==> src/rtl/ihs_pkg.sv <==
// ihs_pkg: shared types, register indexes and constants for the int8
// hard-swish activation block. No dependencies.
package ihs_pkg;

	// Configuration port geometry
	localparam int CFG_IDX_W  = 3;
	localparam int CFG_DATA_W = 16;

	// Register indexes on the configuration port
	typedef enum logic [CFG_IDX_W-1:0] {
		REG_IN_ZERO_POINT   = 3'd0,
		REG_OUT_SCALE_MULT  = 3'd1,
		REG_GATE_SCALE_MULT = 3'd2,
		REG_GATE_SCALE_EXP  = 3'd3,
		REG_OUT_SHIFT_EXP   = 3'd4,
		REG_OUT_ZERO_POINT  = 3'd5
	} reg_idx_t;

	// Fixed-point constants
	localparam logic signed [31:0] Q15_ROUND  = 32'sd16384;
	localparam logic signed [31:0] Q15_TRUNC  = 32'sd32767;
	localparam logic signed [15:0] Q15_MAX    = 16'sd32767;
	localparam logic signed [15:0] Q15_MIN    = -16'sd32768;
	localparam logic signed [16:0] INT8_MAX17 = 17'sd127;
	localparam logic signed [16:0] INT8_MIN17 = -17'sd128;

	// Register reset values
	localparam logic signed [15:0] MULT_RST = 16'sd16384;

	// Input beat
	typedef struct packed {
		logic signed [7:0] sample;
		logic              last_in;
	} ihs_in_t;

	// Result beat
	typedef struct packed {
		logic signed [7:0] result;
		logic              last_out;
	} ihs_out_t;

	// Configuration register set
	typedef struct packed {
		logic signed [7:0]  in_zero_point;
		logic signed [15:0] out_scale_mult;
		logic signed [15:0] gate_scale_mult;
		logic signed [4:0]  gate_scale_exp;
		logic signed [4:0]  out_shift_exp;
		logic signed [7:0]  out_zero_point;
	} ihs_cfg_t;

endpackage

==> src/rtl/ihs_datapath.sv <==
// ihs_datapath: eight-stage hard-swish arithmetic pipeline with valid bits.
// Depends on ihs_pkg (beat and configuration types, constants).
module ihs_datapath (
	input  logic              clk,
	input  logic              arst_n,
	input  logic              en,
	input  ihs_pkg::ihs_cfg_t cfg,
	input  logic              in_valid,
	input  ihs_pkg::ihs_in_t  in_data,
	output logic              s8_valid,
	output ihs_pkg::ihs_out_t s8_data
);

	// Saturate a wide signed value to 16 bits
	function automatic logic signed [15:0] sat16(input logic signed [30:0] v);
		logic signed [15:0] r;
		if (v > 31'sd32767)
			r = ihs_pkg::Q15_MAX;
		else if (v < -31'sd32768)
			r = ihs_pkg::Q15_MIN;
		else
			r = v[15:0];
		return r;
	endfunction

	// Divide by 2^e, halves rounded away from zero
	function automatic logic signed [15:0] rnd_div_pot(input logic signed [15:0] v,
			input logic [4:0] e);
		logic [16:0]        mask;
		logic [16:0]        rem;
		logic [16:0]        thr;
		logic signed [15:0] q;
		mask = (17'd1 << e) - 17'd1;
		rem  = {v[15], v} & mask;
		thr  = {1'b0, mask[16:1]} + {16'd0, v[15]};
		q    = v >>> e;
		return (rem > thr) ? q + 16'sd1 : q;
	endfunction

	// Valid and last flags travel with the data
	logic v_s1, v_s2, v_s3, v_s4, v_s5, v_s6, v_s7, v_s8;
	logic last_s1, last_s2, last_s3, last_s4, last_s5, last_s6, last_s7, last_s8;

	logic signed [15:0] hires_s1, gpre_s1;
	logic signed [31:0] ps_s2, pg_s2;
	logic               gspec_s2;
	logic signed [15:0] scaled_s3, g2_s3;
	logic signed [15:0] scaled_s4;
	logic [14:0]        gate_s4;
	logic signed [31:0] pm_s5;
	logic signed [15:0] prod_s6;
	logic signed [15:0] rnd_s7;
	logic signed [7:0]  res_s8;

	// Stage 1: remove zero point, scale by 128, optional gate pre-shift
	logic signed [8:0]  diff;
	logic signed [15:0] hires;
	logic [3:0]         gshift;
	logic signed [30:0] gwide;
	logic               gexp_pos;
	logic signed [15:0] gpre;

	assign diff     = $signed({in_data.sample[7], in_data.sample})
	                - $signed({cfg.in_zero_point[7], cfg.in_zero_point});
	assign hires    = {diff, 7'd0};
	assign gexp_pos = !cfg.gate_scale_exp[4] && (cfg.gate_scale_exp != 5'sd0);
	assign gshift   = cfg.gate_scale_exp[3:0] - 4'd1;
	assign gwide    = $signed({{15{hires[15]}}, hires}) <<< gshift;
	assign gpre     = gexp_pos ? sat16(gwide) : hires;

	// Stage 2: Q15 multiplies
	logic signed [31:0] ps_c, pg_c;
	assign ps_c = hires_s1 * cfg.out_scale_mult;
	assign pg_c = gpre_s1 * cfg.gate_scale_mult;

	// Stage 3: rounding high halves
	logic signed [31:0] sum_s, sum_g;
	assign sum_s = ps_s2 + ihs_pkg::Q15_ROUND;
	assign sum_g = pg_s2 + ihs_pkg::Q15_ROUND;

	// Stage 4: gate exponent, then map [-1,1] to [0,1]
	logic [4:0]         gneg;
	logic signed [15:0] g3;
	assign gneg = 5'(-cfg.gate_scale_exp);
	always_comb begin
		if (gexp_pos)
			g3 = sat16($signed({{15{g2_s3[15]}}, g2_s3}) <<< 1);
		else if (cfg.gate_scale_exp[4])
			g3 = rnd_div_pot(g2_s3, gneg);
		else
			g3 = g2_s3;
	end

	// Stage 5: gate times scaled input
	logic signed [31:0] pm_c;
	assign pm_c = $signed({1'b0, gate_s4}) * scaled_s4;

	// Stage 6: high half truncated toward zero
	logic signed [31:0] tr;
	assign tr = pm_s5 + (pm_s5[31] ? ihs_pkg::Q15_TRUNC : 32'sd0);

	// Stage 7: final rounding right shift
	logic [4:0] oshift;
	assign oshift = cfg.out_shift_exp[4] ? 5'(-cfg.out_shift_exp) : 5'd0;

	// Stage 8: add output zero point and clamp
	logic signed [16:0] ysum;
	logic signed [16:0] yclamp;
	assign ysum = $signed({rnd_s7[15], rnd_s7})
	            + $signed({{9{cfg.out_zero_point[7]}}, cfg.out_zero_point});
	always_comb begin
		if (ysum > ihs_pkg::INT8_MAX17)
			yclamp = ihs_pkg::INT8_MAX17;
		else if (ysum < ihs_pkg::INT8_MIN17)
			yclamp = ihs_pkg::INT8_MIN17;
		else
			yclamp = ysum;
	end

	// Valid bits
	always_ff @(posedge clk or negedge arst_n) begin
		if (!arst_n) begin
			v_s1 <= 1'b0;
			v_s2 <= 1'b0;
			v_s3 <= 1'b0;
			v_s4 <= 1'b0;
			v_s5 <= 1'b0;
			v_s6 <= 1'b0;
			v_s7 <= 1'b0;
			v_s8 <= 1'b0;
		end else if (en) begin
			v_s1 <= in_valid;
			v_s2 <= v_s1;
			v_s3 <= v_s2;
			v_s4 <= v_s3;
			v_s5 <= v_s4;
			v_s6 <= v_s5;
			v_s7 <= v_s6;
			v_s8 <= v_s7;
		end
	end

	// Payload registers
	always_ff @(posedge clk) begin
		if (en) begin
			hires_s1  <= hires;
			gpre_s1   <= gpre;
			last_s1   <= in_data.last_in;

			ps_s2     <= ps_c;
			pg_s2     <= pg_c;
			gspec_s2  <= (gpre_s1 == ihs_pkg::Q15_MIN)
			          && (cfg.gate_scale_mult == ihs_pkg::Q15_MIN);
			last_s2   <= last_s1;

			scaled_s3 <= sum_s[30:15];
			g2_s3     <= gspec_s2 ? ihs_pkg::Q15_MAX : sum_g[30:15];
			last_s3   <= last_s2;

			scaled_s4 <= scaled_s3;
			gate_s4   <= {~g3[15], g3[14:1]};
			last_s4   <= last_s3;

			pm_s5     <= pm_c;
			last_s5   <= last_s4;

			prod_s6   <= tr[30:15];
			last_s6   <= last_s5;

			rnd_s7    <= rnd_div_pot(prod_s6, oshift);
			last_s7   <= last_s6;

			res_s8    <= yclamp[7:0];
			last_s8   <= last_s7;
		end
	end

	assign s8_valid         = v_s8;
	assign s8_data.result   = res_s8;
	assign s8_data.last_out = last_s8;

endmodule

==> src/rtl/int8_hard_swish_activation.sv <==
// int8_hard_swish_activation: top level with configuration registers,
// output register and skid slot. Depends on ihs_pkg and ihs_datapath.
//
// Usage:
//  - Input channel in_valid/in_ready/in_data carries one int8 sample and a
//    last flag per beat; output channel out_valid/out_ready/out_data gives
//    one int8 hard-swish result per input beat, with the last flag copied.
//  - Configuration is written through cfg_we/cfg_index/cfg_wdata, one register per cycle;
//    the user must write it only while no beats are in flight; the block does not enforce it.
//  - Path: an accepted beat passes the eight arithmetic stages, the first
//    loaded at the accepting edge, and then the output register before its
//    result shows on out_valid.
//  - Throughput: one beat per cycle while the skid slot is empty, as the
//    eight-stage pipeline advances only then.
//  - Stall: results collect in the output register and one skid slot; once
//    the skid slot holds a result, in_ready drops and the whole pipeline
//    freezes until the receiver takes a beat.
//  - Reset clears all valid bits and restores the register defaults
//    (multipliers 16384, zero points and exponents 0).
module int8_hard_swish_activation (
	input  logic                                clk,
	input  logic                                arst_n,
	input  logic                                in_valid,
	output logic                                in_ready,
	input  ihs_pkg::ihs_in_t                    in_data,
	output logic                                out_valid,
	input  logic                                out_ready,
	output ihs_pkg::ihs_out_t                   out_data,
	input  logic                                cfg_we,
	input  logic [ihs_pkg::CFG_IDX_W-1:0]       cfg_index,
	input  logic [ihs_pkg::CFG_DATA_W-1:0]      cfg_wdata
);

	ihs_pkg::ihs_cfg_t cfg_q;
	ihs_pkg::ihs_out_t out_q, skid_q;
	ihs_pkg::ihs_out_t s8_data;
	logic              out_valid_q, skid_valid_q;
	logic              s8_valid;
	logic              en;
	logic              arr;

	// Configuration registers
	always_ff @(posedge clk or negedge arst_n) begin
		if (!arst_n) begin
			cfg_q.in_zero_point   <= '0;
			cfg_q.out_scale_mult  <= ihs_pkg::MULT_RST;
			cfg_q.gate_scale_mult <= ihs_pkg::MULT_RST;
			cfg_q.gate_scale_exp  <= '0;
			cfg_q.out_shift_exp   <= '0;
			cfg_q.out_zero_point  <= '0;
		end else if (cfg_we) begin
			unique case (cfg_index)
				ihs_pkg::REG_IN_ZERO_POINT:   cfg_q.in_zero_point   <= cfg_wdata[7:0];
				ihs_pkg::REG_OUT_SCALE_MULT:  cfg_q.out_scale_mult  <= cfg_wdata;
				ihs_pkg::REG_GATE_SCALE_MULT: cfg_q.gate_scale_mult <= cfg_wdata;
				ihs_pkg::REG_GATE_SCALE_EXP:  cfg_q.gate_scale_exp  <= cfg_wdata[4:0];
				ihs_pkg::REG_OUT_SHIFT_EXP:   cfg_q.out_shift_exp   <= cfg_wdata[4:0];
				ihs_pkg::REG_OUT_ZERO_POINT:  cfg_q.out_zero_point  <= cfg_wdata[7:0];
				default: ;
			endcase
		end
	end

	// Pipeline advances unless the skid slot is occupied
	assign en       = ~skid_valid_q;
	assign in_ready = en;
	assign arr      = en & s8_valid;

	ihs_datapath u_dp (
		.clk      (clk),
		.arst_n   (arst_n),
		.en       (en),
		.cfg      (cfg_q),
		.in_valid (in_valid),
		.in_data  (in_data),
		.s8_valid (s8_valid),
		.s8_data  (s8_data)
	);

	// Output register and skid slot: control
	always_ff @(posedge clk or negedge arst_n) begin
		if (!arst_n) begin
			out_valid_q  <= 1'b0;
			skid_valid_q <= 1'b0;
		end else if (!out_valid_q || out_ready) begin
			if (skid_valid_q) begin
				out_valid_q  <= 1'b1;
				skid_valid_q <= 1'b0;
			end else begin
				out_valid_q <= arr;
			end
		end else if (arr) begin
			skid_valid_q <= 1'b1;
		end
	end

	// Output register and skid slot: payload
	always_ff @(posedge clk) begin
		if (!out_valid_q || out_ready) begin
			if (skid_valid_q)
				out_q <= skid_q;
			else if (arr)
				out_q <= s8_data;
		end else if (arr) begin
			skid_q <= s8_data;
		end
	end

	assign out_valid = out_valid_q;
	assign out_data  = out_q;

endmodule

==> config.mk <==
export PLATFORM = sky130hd
export DESIGN_NAME = int8_hard_swish_activation
export DESIGN_NICKNAME = d
export VERILOG_FILES = /design/src/rtl/ihs_pkg.sv /design/src/rtl/ihs_datapath.sv /design/src/rtl/int8_hard_swish_activation.sv
export SDC_FILE = /design/constraint.sdc
export NUM_CORES = 2
export LEC_CHECK = 0
export ABC_AREA = 1
export BUFFER_PORTS_ARGS = -buffer_cell sky130_fd_sc_hd__buf_2
export CORE_MARGIN = 2
export CORE_UTILIZATION = 67
export DETAILED_ROUTE_END_ITERATION = 7
export HOLD_SLACK_MARGIN = 0.03
export PLACE_DENSITY = 0.8
export SLEW_MARGIN = 20
export SYNTH_ARGS = -nofsm -noshare
export SYNTH_HDL_FRONTEND = slang
export SYNTH_SLANG_ARGS = --single-unit
export TNS_END_PERCENT = 5
==> constraint.sdc <==
create_clock -name clk -period 9.2 [get_ports clk]
set_input_delay 1.38 -clock clk [delete_from_list [all_inputs] [get_ports clk]]
set_output_delay 1.38 -clock clk [all_outputs]
set_load 0.01 [all_outputs]
==> flow_summary.yaml <==
final_layout:
  nNetsFinal: 5649
  final_area_mm2: 0.0410
  antenna_cells: 0
  drive_above_1_share_pct: 4.04
  relative_area_change_from_synthesis_to_final_layout_pct: 4.23
min_path:
  timing.hold.worst.class: "register to register"
  hold_start: "u_dp.scaled_s3[15]$_DFFE_PN_"
floorplanning:
  die_area_mm2: 0.0606
  die_height_um: 246
  core-area_mm2: 0.0578
  initial_core_utilization_pct: 68.0
  num_io_pins: 44
  floorplan.rows: 88
  chipWidth_um: 246
logic_synthesis:
  prevailing_post_synth_register_cell: "sky130_fd_sc_hd__edfxtp_1"
  dominant_combinational_cell_family_by_area_after_synthesis: "adder cells"
  ys_seq_area_share_pct: 20.8
  netlist_area_mm2: 0.0393
  synth_compound_area_share_pct: 6.38
  postSynth.asyncResetShare_pct: 24.0
  syn-instance-count: 4830
  post_synth_and_or_nand_nor_area_fraction_pct: 18.4
  post_synth_mux_area_share_pct: 0.0255
  synthTopCellsByArea: "sky130_fd_sc_hd__fa_1, sky130_fd_sc_hd__edfxtp_1, sky130_fd_sc_hd__nand2_1"
  postSynthNetCount: 5723
  synth_top_cells_by_count: "sky130_fd_sc_hd__nand2_1, sky130_fd_sc_hd__inv_1, sky130_fd_sc_hd__fa_1"
  ys_seq_elements: 283
  syn_avg_cell_area_um2: 8.14
  number_of_enable_flip_flop_cells_after_synthesis: 215
  synthXorXnorAreaFrac_pct: 4.51
  synth.largest_area_cell: "sky130_fd_sc_hd__fa_1"
  synth-warning-count: 0
  netlist.area_leader.share_pct: 27.0
  most_used_standard_cell_by_instance_count_after_synthesis: "sky130_fd_sc_hd__nand2_1"
  adder_cell_share_of_the_synthesized_area_pct: 37.5
  post_synth_num_cell_types: 65
drt:
  drt-pass1-iter-count: 6
  maxUsedRoutingLayer: "met5"
  vias_per_cell: 5.51
  met2_wire_length_um: 45200
  drt-met1-wl_um: 36200
  drt-initial-drc-count: 2187
  detailroute.via_count: 30500
  drt_wl_total_um: 92000
  met3_wirelength_um: 6650
  routedWlPerCell_um: 16.6
  drcViolationCount: 0
  ant_nets: 0
clock_tree:
  cts-root-buf: "sky130_fd_sc_hd__clkbuf_16"
  cts_inserted_buffers: 34
  number_of_sinks_on_the_clock_net: 283
  post-cts-setup-buffers: 0
  cts-root-to-sink-buffers: 3
  worst_skew_pair.late_latency_ps: 560
  worst_setup_hold_path_clk_slew_ps: 60
  tritoncts: "done"
  cts-htree-levels: 2
  postCtsHoldBufs: 0
  ctsResizeCount: 0
placed_design:
  port_buffers: 43
  dp.final_hpwl_um: 72800
  finalWeightedCongestion: 0.934
  placed_area_mm2: 0.0398
global_route:
  antenna_found_initial: 1
  first_global_vias: 31400
  grt_first_pass_wirelength_um: 155000
  groute.usage.overall_pct: 32.1
  grt_overflow: 0
  largest_net_degree_at_the_start_of_global_routing: 93
critical_path:
  critical_path.max_fanout: 16
  path_delay_family: "adder cells"
  crit_path_cell_trace: "nand2_1 > fa_1 > fa_1 > fa_1 > inv_1 > fa_1 > fa_1 > inv_1 > fa_1 > inv_1 > ha_1 > a21oi_1 > o21ai_0 > a21oi_1 > o21ai_0 > a21oi_1 > o21ai_0 > a21oi_1 > xnor2_1"
  launching_element_of_the_worst_setup_path: "u_dp.gate_s4[10]$_DFFE_PN_"
  r2r_start: "u_dp.gate_s4[10]$_DFFE_PN_"
  worstSetupPathType: "register to register"
  crit_path_start_kind: "register"
  cpPeakStageDelay_ps: 830
  critical_path.slowest_cell: "sky130_fd_sc_hd__edfxtp_1"
  worstPathBufferInverterCount: 3
  critical_path_required_ps: 9510
  cp-end-kind: "register"
  worst-endpoint-arrival_ps: 6800
  path_common_cell: "sky130_fd_sc_hd__fa_1"
timing:
  final_min_period_over_clock_period_pct: 70.6
  timing.clock.skew_ps: 24.6
  slew_violations: 0
  report.final.hold_viol_count: 0
  timing.final.setup_violations: 0
  setup_total_negative_slack_ps: 0
  max_slew_margin_pct: 30.2
  period_minus_slack_ps: 6500
  max_clock_freq_mhz: 154
  max_slew.worst_pin.slew_ps: 1040
  rsz_0062_raised_after_global_routing: "false"
status:
  status: "finished clean"
job:
  drv_cap: 0
sequential cells by signal, summed over array words and instances (netlist names), 8 cells and up:
name            count
skid_q              9
u_dp.rnd_s7        16
u_dp.res_s8         8
u_dp.pm_s5         32
u_dp.hires_s1       9
u_dp.scaled_s4     16
u_dp.ps_s2         17
u_dp.scaled_s3     16
u_dp.gpre_s1       10
u_dp.g2_s3         16
u_dp.gate_s4       15
u_dp.prod_s6       16
out_data            9
u_dp.pg_s2         17
cfg_q              58
cell families (layout without fill, tap and decap cells):
logic type,Yosys count,in the layout
fa+ha+maj,860,860
xor+xnor,197,197
compound gates,461,461
mux,1,1
buf+inv,1277,1229
flops,283,283
simple gates,1751,1751
placed cells by master (no fill, tap or decap), drive strengths merged, types with 3 or more instances in the layout:
master,count
nand2,1218
inv,1125
fa,530
ha,330
nor2,249
o21ai,225
edfxtp,215
a21oi,168
xor2,142
nand3,130
dfrtp,66
xnor2,55
nor3,49
buf,47
clkbuf,43
nand4,39
or2,31
nor4,20
o211ai,14
clkinv,12
a21o,10
a31oi,9
nor3b,6
o21bai,5
o31ai,5
a211oi,5
o21a,4
nand3b,4
o2111ai,3
layout make-up:
type	count	area, um2
clock buffers	43	956
clock inverters	19	164
fillers	4531	16800
inverters	1120	4210
multi-input cells	3270	26300
flip-flops and latches	283	8160
well taps	765	957
repair buffers	47	248
final timing paths:
| kind | to | slack [ps] | cells past startpoint |
|---|---|---|---|
| max | u_dp.pm_s5[26]$_DFFE_PN_ | 2700 | 19 |
| min | u_dp.scaled_s4[15]$_DFFE_PN_ | 400 | 0 |
| max reg2reg | u_dp.pm_s5[26]$_DFFE_PN_ | 2700 | 19 |
| min reg2reg | u_dp.scaled_s4[15]$_DFFE_PN_ | 400 | 0 |
| max in group asynchronous | cfg_q[17]$_DFFE_PN0P_ | 7640 | 1 |
| min in group asynchronous | u_dp.v_s5$_DFFE_PN0N_ | 960 | 1 |
metrics by stage:
stage / util (%) / hold slack [ps] / cells / setup WS, ps
after floorplan: - / 400 / 4830 / 1540
after global placement: 68.9 / 401 / 5485 / 2830
after detailed placement: 68.9 / 405 / 5485 / 2800
after CTS: 70.9 / 395 / 5547 / 2810
after global routing: 70.9 / 425 / 5547 / 2310
final: 70.9 / 398 / 5547 / 2700
worst register-to-register path, delay by kind of cell, from the launching register on:
| family | cells | cell delay [ps] |
|---|---|---|
| adders and majority gates | 7 | 3330 |
| AOI/OAI and AO/OA | 7 | 1670 |
| DFF | 1 | 830 |
| and+or+nand+nor | 1 | 200 |
| buffers and inverters | 3 | 150 |
| xor gates and xnor gates | 1 | 90 |
layer usage:
layer / up-vias / GRT usage [%]
li1: 14500 / -
met1: 14700 / 41.3
met2: 1090 / 54.4
met3: 237 / 5.02
met4: 2 / 13.2
met5: - / 0
Power is not shown: default switching activity piles up to over one toggle a cycle in this logic, so the estimate is an artifact.
